--- src/sv/pnc_pkg.sv ---
// Shared types for the palette nearest-color mapper: request and response beats,
// controller state, and the command/status groups between controller and datapath.
// No dependencies.
package pnc_pkg;

	localparam int unsigned CHAN_W = 8;
	localparam int unsigned DIST_W = 18;
	localparam int unsigned SIZE_W = 9;

	typedef enum logic {
		MODE_WRITE = 1'b0,
		MODE_PIXEL = 1'b1
	} pnc_mode_t;

	typedef struct packed {
		pnc_mode_t   mode;
		logic [7:0]  entry_index;
		logic [31:0] color;
		logic        last_pixel;
	} pnc_in_t;

	typedef struct packed {
		logic [7:0]        palette_index;
		logic [DIST_W-1:0] distance;
		logic              found;
		logic              frame_end;
	} pnc_out_t;

	typedef enum logic [1:0] {
		ST_IDLE,
		ST_SCAN,
		ST_DRAIN,
		ST_RESULT
	} pnc_state_t;

	typedef struct packed {
		logic wr;    // store one palette word
		logic load;  // capture a pixel and clear the search
		logic issue; // read the next palette entry
		logic emit;  // register the result beat
	} pnc_cmd_t;

	typedef struct packed {
		logic empty;     // palette in use has no entries
		logic last_addr; // the entry being read now is the last one
		logic hit;       // an exact match has been found
		logic pipe_busy; // entries still in flight
	} pnc_sts_t;

endpackage

--- src/sv/pnc_ctrl.sv ---
// Controller of the palette nearest-color mapper: sequences the palette scan.
// Depends on pnc_pkg.
module pnc_ctrl (
	input  logic              clk,
	input  logic              arst_n,
	input  logic              start,
	input  pnc_pkg::pnc_mode_t mode,
	input  pnc_pkg::pnc_sts_t  sts,
	output pnc_pkg::pnc_cmd_t  cmd,
	output logic              busy
);
	import pnc_pkg::*;

	pnc_state_t state_q, state_d;

	always_ff @(posedge clk or negedge arst_n) begin
		if (!arst_n) begin
			state_q <= ST_IDLE;
		end else begin
			state_q <= state_d;
		end
	end

	always_comb begin
		state_d = state_q;
		cmd     = '0;
		busy    = 1'b1;
		unique case (state_q)
			ST_IDLE: begin
				busy = 1'b0;
				if (start) begin
					if (mode == MODE_WRITE) begin
						cmd.wr = 1'b1;
					end else begin
						cmd.load = 1'b1;
						state_d  = sts.empty ? ST_RESULT : ST_SCAN;
					end
				end
			end
			ST_SCAN: begin
				// Stop reading once an exact match is known; later reads are discarded.
				if (sts.hit) begin
					state_d = ST_DRAIN;
				end else begin
					cmd.issue = 1'b1;
					if (sts.last_addr) begin
						state_d = ST_DRAIN;
					end
				end
			end
			ST_DRAIN: begin
				if (!sts.pipe_busy) begin
					state_d = ST_RESULT;
				end
			end
			ST_RESULT: begin
				cmd.emit = 1'b1;
				state_d  = ST_IDLE;
			end
			default: begin
				state_d = ST_IDLE;
			end
		endcase
	end

endmodule

--- config.mk ---
export PLATFORM = sky130hd
export DESIGN_NAME = pnc_ctrl
export DESIGN_NICKNAME = d
export VERILOG_FILES = /design/src/sv/pnc_pkg.sv /design/src/sv/pnc_ctrl.sv
export SDC_FILE = /design/constraint.sdc
export NUM_CORES = 1
export LEC_CHECK = 0
export BUFFER_PORTS_ARGS = -buffer_cell sky130_fd_sc_hd__buf_2
export CAP_MARGIN = 20
export CORE_AREA = 2 2 39 41
export CTS_CLUSTER_DIAMETER = 200
export DETAILED_ROUTE_END_ITERATION = 8
export DIE_AREA = 0 0 41 43
export GPL_TIMING_DRIVEN = 0
export HOLD_SLACK_MARGIN = 0.03
export PLACE_DENSITY_LB_ADDON = 0.3
export REMOVE_ABC_BUFFERS = 1
export SLEW_MARGIN = 30
export SYNTH_ARGS = -nofsm -noshare
export SYNTH_HDL_FRONTEND = slang
export SYNTH_SLANG_ARGS = --single-unit
--- constraint.sdc ---
create_clock -name clk -period 1.8 [get_ports clk]
set_clock_uncertainty 0.2 [all_clocks]
set_input_delay 0.18 -clock clk [delete_from_list [all_inputs] [get_ports clk]]
set_output_delay 0.18 -clock clk [all_outputs]
set_load 0.03 [all_outputs]
==> impl_metrics.toml, run 1 <==
[run_status]
status = "finished clean"

[placement]
io_buffers = 12
dp.cells = 47
gp_congestion = 0.664

[timing]
post-route-period-util = 0.929
slew_violations = 0
fmax_mhz = 598
rsz0062_at_grt = "no"
tns_ns = 0
fin_crit_ns = 1.67
hold_viol = 0
setup_viol = 0
maxSlewHeadroom = 0.816
worst_pin_slew_ns = 0.277

[die]
fp.dieW_um = 41
fp.dieH_um = 43
initial_utilization = 0.141
rows = 14
core-area_sq_um = 1380
dieArea_sq_um = 1760
ios = 13

[setup_path]
cp-start-kind = "register"
crit_arrival_ns = 1.29
cp-end-kind = "output pin"
required_ns = 1.42
crit_type = "register to output pin"
critPathMaxFanout = 6

[clock_tree]
htreeDepth = 1
path_clk_slew_ns = 0.03
clk_latency_ns = 0.22
cts_max_path_buffers = 2
cts_num_sinks = 2
cts-root-buf = "clkbuf_4"
numCtsBuffers = 3
cts_tree = "built"

[yosys]
yosys.area_share.simple = 0.192
syn_area_per_cell_sq_um = 10.3
yosysWarnings = 0
synth_area_leader_cell = "dfrtp_1"
synthAdderAreaFrac = 0.256
synth_compound_area_frac = 0.135
ys_ff_latch = 2
yosys.cell_types.count = 11
synth_xor_area_frac = 0
synth_top_area_frac = 0.256
synth_top_family_by_area = "adder cells"
yosys-top-cells-area = "dfrtp_1 26%, ha_1 26%, mux2i_1 10%"
synth.area.mux_share = 0.103
synth_cells = 19
syn-cell-area_sq_um = 195
ys_seq_area_frac = 0.256

[power_and_ir_drop]
peakVddDrop_uv = 657
power_density_nw_per_um2 = 1710
leakage_nw = 0.171
power_w = 0.000547

[final_layout]
layout_common_cells = "12 x buf_2, 3 x inv_1, 3 x ha_1, 3 x clkbuf_4"
fill_cells = 150
reg.largest.list = "state_q (2)"
drive_gt1_frac = 0.571
final_common_cell = "buf_2"
fin_nets = 49
top_register = "state_q"
layoutNonFillerInstCount = 51
fin_util = 0.231
syn_to_final_growth_pct = 64.1
largest_register_ffs = 2
diodes = 0

[grt]
grt_start_max_net_pins = 7
overflow = 0
grt_use_met1 = 0.0710
antenna_found_initial = 0
grt_pass1_vias = 195
grt_util_met2 = 0.0844
grtUsageTotal = 0.0714
busiest_layer = "met4"
grt_pass1_wl_um = 717
met3_usage = 0.0366

[routing]
drc = 0
firstDrtPassIters = 4
via_per_inst = 3.67
wl_per_cell_um = 8.27
num_vias = 187
ant_nets = 0
drt-initial-drc-count = 4
wl_um = 422

[run]
cap_violations = 0

[worst_hold_path]
hp-class = "input port to async pin"
==> cells by family (layout without fill, tap and decap cells) <==
family / Yosys count / in the layout
muxes: 2 / 2
AOI/OAI and AO/OA: 2 / 2
and+or+nand+nor: 6 / 6
adders and majority gates: 4 / 4
buffers and inverters: 3 / 19
DFF: 2 / 2
==> worst paths after layout <==
check / slack (ns) / start / cells past startpoint / end
setup / recovery: 0.13 / state_q[0] / 4 / cmd[2]
hold / removal: 0.06 / arst_n / 2 / state_q[1]
setup reg to reg: 0.22 / state_q[1] / 5 / state_q[1]
hold reg to reg: 0.37 / state_q[0] / 1 / state_q[0]
max in group asynchronous: 1.25 / arst_n / 2 / state_q[0]
min in group clk: 0.09 / sts[3] / 3 / state_q[1]
==> layout make-up <==
class / count / area (sq um) / area share
Multi-Input combinational cell: 14 / 146 / 0.457
Timing Repair Buffer: 13 / 70.1 / 0.219
Sequential cell: 2 / 50.0 / 0.156
Clock buffer: 3 / 22.5 / 0.0703
Tap cell: 16 / 20.0 / 0.0625
Inverter: 3 / 11.3 / 0.0352
==> cells in the mapped netlist, drive strengths merged <==
| cell | number |
|---|---|
| nor2 | 1 |
| inv | 3 |
| ha | 4 |
| nor2b | 1 |
| a221oi | 1 |
| dfrtp | 2 |
| and3 | 1 |
| nor3b | 1 |
| o32a | 1 |
| nand2 | 2 |
| mux2i | 2 |
==> metrics by stage <==
stage | instance area, sq um | hold WS [ns] | setup WS [ns]
detailed placement | 275 | -0.235 | 0.203
finish | 320 | 0.0604 | 0.128
global route | 320 | 0.0637 | 0.00184
floorplan | 195 | -0.316 | 0.229
CTS | 308 | 0.0504 | 0.00580
global placement | 275 | -0.233 | 0.211
==> power by group <==
part	switching, W	leakage [nW]	internal [W]
logic	0.000199	0.133	0.000156
clock network	0.0000264	0.0138	0.0000736
registers	0.0000214	0.0238	0.0000710
total	0.000247	0.171	0.000300
==> per-layer routing <==
| metal | part of all wire | up-vias | wire (um) |
|---|---|---|---|
| li1 | - | 98 | - |
| met5 | 0 | - | 0 |
| met2 | 0.39 | 15 | 163 |
| met3 | 0.15 | 0 | 62 |
| met4 | 0 | 0 | 0 |
| met1 | 0.47 | 74 | 197 |
==> what timing repair did <==
action,4_1_cts,5_1_grt
resized for setup,0,2
setup endpoints to repair,0,2
buffers inserted,0,0
hold endpoints to repair,2,0
hold buffers,1,0
==> worst max-delay path, cell delays in order, from the launching register on <==
cell	delay (ns)
dfrtp_1	0.40
inv_1	0.14
ha_4	0.19
and3_2	0.16
buf_2	0.18
(Power assumes the default switching activity.)
==> inputs of run 2 (changes only) <==
- ABC_AREA: default -> 1
==> run 2 against run 1 <==
  * Hold slack better by 0.0080 ns
  * Largest power group unchanged
  * Power up 0.80%
  * Highest routed layer unchanged
  * First-iteration DRC count down 50%
  * Routed wire length up 17%
  * Setup slack worse by 0.042 ns
  * Sequential share of layout area down 0.47 points
  * Combinational power about the same
  * Clock power about the same
  * Global-route usage down 0.30 points
  * Clock-buffer cell count unchanged
  * Synthesized area up 12%
==> impl_metrics.toml, run 2 <==
[power_and_ir_drop]
leakage_nw = 0.213
peakVddDrop_uv = 389
power_density_nw_per_um2 = 1670

[final_layout]
drive_gt1_frac = 0.353
reg.largest.list = "state_q (2)"
layoutNonFillerInstCount = 67
layout_common_cells = "15 x nand2_1, 12 x buf_2, 5 x inv_1"
fill_cells = 160
syn_to_final_growth_pct = 51.7
top_register = "state_q"
fin_nets = 65
finalInstanceArea_sq_um = 330
largest_register_ffs = 2
diodes = 0
final_common_cell = "nand2_1"

[die]
rows = 14
core-area_sq_um = 1380
ios = 13
initial_utilization = 0.157
dieArea_sq_um = 1760
fp.dieH_um = 43
fp.dieW_um = 41

[run]
cap_violations = 0

[yosys]
yosysWarnings = 0
synthArstFlopShare = 1.00
ys_seq_area_frac = 0.230
syn_area_per_cell_sq_um = 6.22
yosys-top-cells-area = "nand2_1 26%, dfrtp_1 23%, ha_1 23%"
synth.most_common_cell = "nand2_1"
yosys.cell_types.count = 10
synthFlopType = "dfrtp_1"
synth_edf_count = 0
synth_area_leader_cell = "nand2_1"
ys_ff_latch = 2
synth_top_area_frac = 0.259
synth_cells = 35
syn-cell-area_sq_um = 218
synthTopCellsByCount = "15 x nand2_1, 5 x inv_1, 4 x ha_1, 4 x nor2_1, 2 x dfrtp_1"

[clock_tree]
numCtsBuffers = 3
cts-root-buf = "clkbuf_4"
path_clk_slew_ns = 0.03
cts_num_sinks = 2
htreeDepth = 1
cts_max_path_buffers = 2
cts_tree = "built"
cts_setup_buffers = 0
clk_latency_ns = 0.22

[grt]
grtUsageTotal = 0.0683
overflow = 0
antenna_found_initial = 0
grt_pass1_vias = 215
grt_pass1_wl_um = 738
grt_start_max_net_pins = 5

[placement]
gp_congestion = 0.676
place_area_sq_um = 298
dp.cells = 63
io_buffers = 12

[setup_path]
crit_chain = "inv_1 -> ha_1 -> inv_2 -> nor2_1 -> buf_2"
crit_arrival_ns = 1.33
cp-end-kind = "output pin"
slowest_stage = "dfrtp_1"
cp-start-kind = "register"
crit_type = "register to output pin"
critPathMaxFanout = 4
max_stage_delay_ns = 0.40
required_ns = 1.42

[routing]
drt-initial-drc-count = 2
drc = 0
ant_nets = 0
firstDrtPassIters = 2
num_vias = 244
wl_per_cell_um = 7.37
wl_um = 494
via_per_inst = 3.64

[timing]
slew_violations = 0
hold_viol = 0
tns_ns = 0
worst_pin_slew_ns = 0.175
post-route-period-util = 0.952
fin_crit_ns = 1.71
fmax_mhz = 584
maxSlewHeadroom = 0.883
rsz0062_at_grt = "no"
whs_ns = 0.0683
setup_viol = 0

[run_status]
status = "finished clean"

[worst_hold_path]
hp-class = "input port to async pin"
[run 2: cell types whose count changed after synthesis, sizes merged, moves of 2 or more]
cell,before,now
nand2,2,16
mux2i,2,0
nor2,1,5
inv,3,6
[run 2: timing repair]
item / in CTS / in global routing
hold buffers: 1 / 0
hold endpoints to repair: 2 / 0
gates resized for setup: 0 / 0
[run 2: layout make-up]
type,instances,area (sq um),area share
Clock buffer,3,22.5,0.0682
Inverter,6,22.5,0.0682
Multi-Input combinational cell,27,145,0.439
Sequential cell,2,50.0,0.152
Tap cell,16,20.0,0.0606
Timing Repair Buffer,13,70.1,0.212
[run 2: report_power, final]
| part | internal, W | total [W] | switching (W) | leakage, nW |
|---|---|---|---|---|
| Clock | 0.0000734 | 0.0000973 | 0.0000239 | 0.0138 |
| Combinational | 0.000122 | 0.000358 | 0.000236 | 0.175 |
| Sequential | 0.0000703 | 0.0000961 | 0.0000258 | 0.0244 |
[run 2: kinds of logic after synthesis]
| logic type | Yosys count | share of synthesized area |
|---|---|---|
| fa+ha+maj | 4 | 0.230 |
| buf+inv | 6 | 0.103 |
| flops | 2 | 0.230 |
| simple gates | 23 | 0.437 |
[run 2: through the flow]
stage | setup WS, ns | utilization | total power [W]
floorplan | 0.175 | - | 0.000372
global placement | 0.324 | 0.215 | 0.000458
detailed placement | 0.317 | 0.215 | 0.000460
CTS | 0.0695 | 0.239 | 0.000568
global route | 0.0131 | 0.239 | 0.000614
finish | 0.0865 | 0.239 | 0.000552
[run 2: path summary, 6_finish.rpt]
kind                              endpoint  slack [ns]       start  cells past startpoint
worst max-delay path                cmd[2]        0.09  state_q[0]                      5
worst min-delay path            state_q[0]        0.07      arst_n                      2
worst max register to register  state_q[1]        0.42  state_q[0]                      6
worst min register to register  state_q[0]        0.35  state_q[0]                      2
max in group asynchronous       state_q[1]        1.23      arst_n                      2
min in group clk                state_q[1]        0.07      sts[3]                      5
[run 2: metal layers]
| layer | vias to the layer above | track usage | share of wire | wire length [um] |
|---|---|---|---|---|
| met4 | 0 | 0.0800 | 0 | 0 |
| met3 | 0 | 0.0314 | 0.043 | 21 |
| met5 | - | 0 | 0 | 0 |
| li1 | 135 | - | - | - |
| met1 | 104 | 0.0613 | 0.45 | 221 |
| met2 | 5 | 0.0969 | 0.51 | 250 |
[run 2: worst max-delay path, delay by kind of cell, from the launching register on]
kind / cells / cell delay (ns)
buffers and inverters: 3 / 0.38
adders and majority gates: 1 / 0.24
DFF: 1 / 0.40
and+or+nand+nor: 1 / 0.09
==> inputs of run 3 (changes only) <==
--- a/config.mk
+++ b/config.mk
@@ -14,2 +14,3 @@
 export DIE_AREA = 0 0 41 43
+export GPL_ROUTABILITY_DRIVEN = 0
 export GPL_TIMING_DRIVEN = 0
==> constraint.sdc (replaced) <==
create_clock -name clk -period 1.8 [get_ports clk]
set_clock_uncertainty 0.2 [all_clocks]
set_input_delay 0.09 -clock clk [delete_from_list [all_inputs] [get_ports clk]]
set_output_delay 0.09 -clock clk [all_outputs]
set_load 0.03 [all_outputs]
==> run 3 against run 2 <==
  * Critical path type unchanged
  * Design area up 6.1%
  * Via count increased by 2.9%
  * Critical path depth unchanged
  * Non-clock buffer count is 2 higher
  * Fmax rose by 5.5%
==> impl_metrics.toml, run 3 (same netlist as run 2, synthesis figures left out) <==
[timing]
hold_viol = 0
fin_crit_ns = 1.62
whs_ns = 0.0308
fmax_mhz = 616
maxSlewHeadroom = 0.883
worst_slack_ns = 0.176
tns_ns = 0
post-route-period-util = 0.902
worst_pin_slew_ns = 0.175
rsz0062_at_grt = "no"
slew_violations = 0
setup_viol = 0

[power_and_ir_drop]
power.share.clock = 0.176
pwr-share-comb = 0.651
p_int_w = 0.000268
peakVddDrop_uv = 389
power_density_nw_per_um2 = 1580
leakage_nw = 0.221
switching_share = 0.517
share_seq_of_total_power = 0.173
p_sw_w = 0.000287

[setup_path]
cp-start-kind = "register"
required_ns = 1.51
max_stage_delay_ns = 0.40
critPathLaunch = "state_q[0]"
crit-reg2reg-launch = "state_q[0]"
critPathMaxFanout = 4
cp-end-kind = "output pin"
crit_arrival_ns = 1.33
crit_chain = "inv_1 -> ha_1 -> inv_2 -> nor2_1 -> buf_2"
crit_type = "register to output pin"
slowest_stage = "dfrtp_1"

[final_layout]
reg.largest.list = "state_q (2)"
syn_to_final_growth_pct = 60.9
layout_common_cells = "15 x nand2_1, 12 x buf_2, 5 x inv_1"
fin_util = 0.253
finalInstanceArea_sq_um = 350
fin_nets = 67
largest_register_ffs = 2
final_common_cell = "nand2_1"
top_register = "state_q"
drive_gt1_frac = 0.340
diodes = 0

[die]
rows = 14
fp.dieW_um = 41
initial_utilization = 0.157
ios = 13
core-area_sq_um = 1380
fp.dieH_um = 43
dieArea_sq_um = 1760

[worst_hold_path]
min-delay-start = "sts[2]"
hp-class = "input port to register"

[grt]
antenna_found_initial = 0
overflow = 0
grt_pass1_wl_um = 765
grt_start_max_net_pins = 5
grtUsageTotal = 0.0704
grt_pass1_vias = 224

[clock_tree]
numCtsBuffers = 3
cts-root-buf = "clkbuf_4"
htreeDepth = 1
cts_max_path_buffers = 2
path_clk_slew_ns = 0.03
cts_resized = 0
cts_tree = "built"
cts_setup_buffers = 0
cts_num_sinks = 2
clk_latency_ns = 0.22

[run]
cap_violations = 0

[routing]
num_vias = 251
ant_nets = 0
firstDrtPassIters = 2
drc = 0
via_per_inst = 3.64
drt-initial-drc-count = 2
wl_um = 506
wl_per_cell_um = 7.33

[placement]
place_area_sq_um = 298
io_buffers = 12
dpl_worst_slack_ns = 0.407

[run_status]
status = "finished clean"
## run 3: stage by stage
stage	power [W]	instances
detailed placement	0.000460	63
global route	0.000617	69
floorplan	0.000372	35
CTS	0.000571	69
finish	0.000555	69
global placement	0.000458	63
## run 3: what timing repair did
item	CTS	global route
hold buffers	3	0
endpoints found under the setup margin	0	0
hold endpoints to repair	3	0
## run 3: final timing paths
kind | end | slack, ns | cells after the start
setup / recovery | cmd[2] | 0.18 | 5
hold / removal | state_q[1] | 0.03 | 5
setup reg to reg | state_q[1] | 0.42 | 6
hold reg to reg | state_q[0] | 0.35 | 2
max in group asynchronous | state_q[1] | 0.76 | 3
min in group asynchronous | state_q[0] | 0.52 | 3
## run 3: worst max-delay path: cells and delay by family (launching register included)
family | cells | cell delay, ns
buffers and inverters | 3 | 0.38
adders and majority gates | 1 | 0.24
DFF | 1 | 0.40
and+or+nand+nor | 1 | 0.09
## run 3: layout make-up
type                       instances  area, sq um
sequential                         2         50.0
inverter                           6         22.5
clock buffer                       3         22.5
timing repair buffer              15         90.1
multi-input combinational         27          145
tap                               16         20.0
fill                             158         1030
## run 3: power groups by stage
stage | Clock (W) | Combinational [W] | Sequential [W]
floorplan | 0 | 0.000283 | 0.0000895
global placement | 0 | 0.000363 | 0.0000946
detailed placement | 0 | 0.000364 | 0.0000957
CTS | 0.000106 | 0.000370 | 0.0000951
global route | 0.000109 | 0.000409 | 0.0000992
finish | 0.0000974 | 0.000361 | 0.0000961
## run 3: layer usage
layer | share of wire | vias up | track usage | wire [um]
met2 | 0.50 | 5 | 0.103 | 255
met5 | 0 | - | 0 | 0
li1 | - | 139 | - | -
met3 | 0.042 | 0 | 0.0314 | 21
met4 | 0 | 0 | 0.0800 | 0
met1 | 0.45 | 107 | 0.0613 | 230
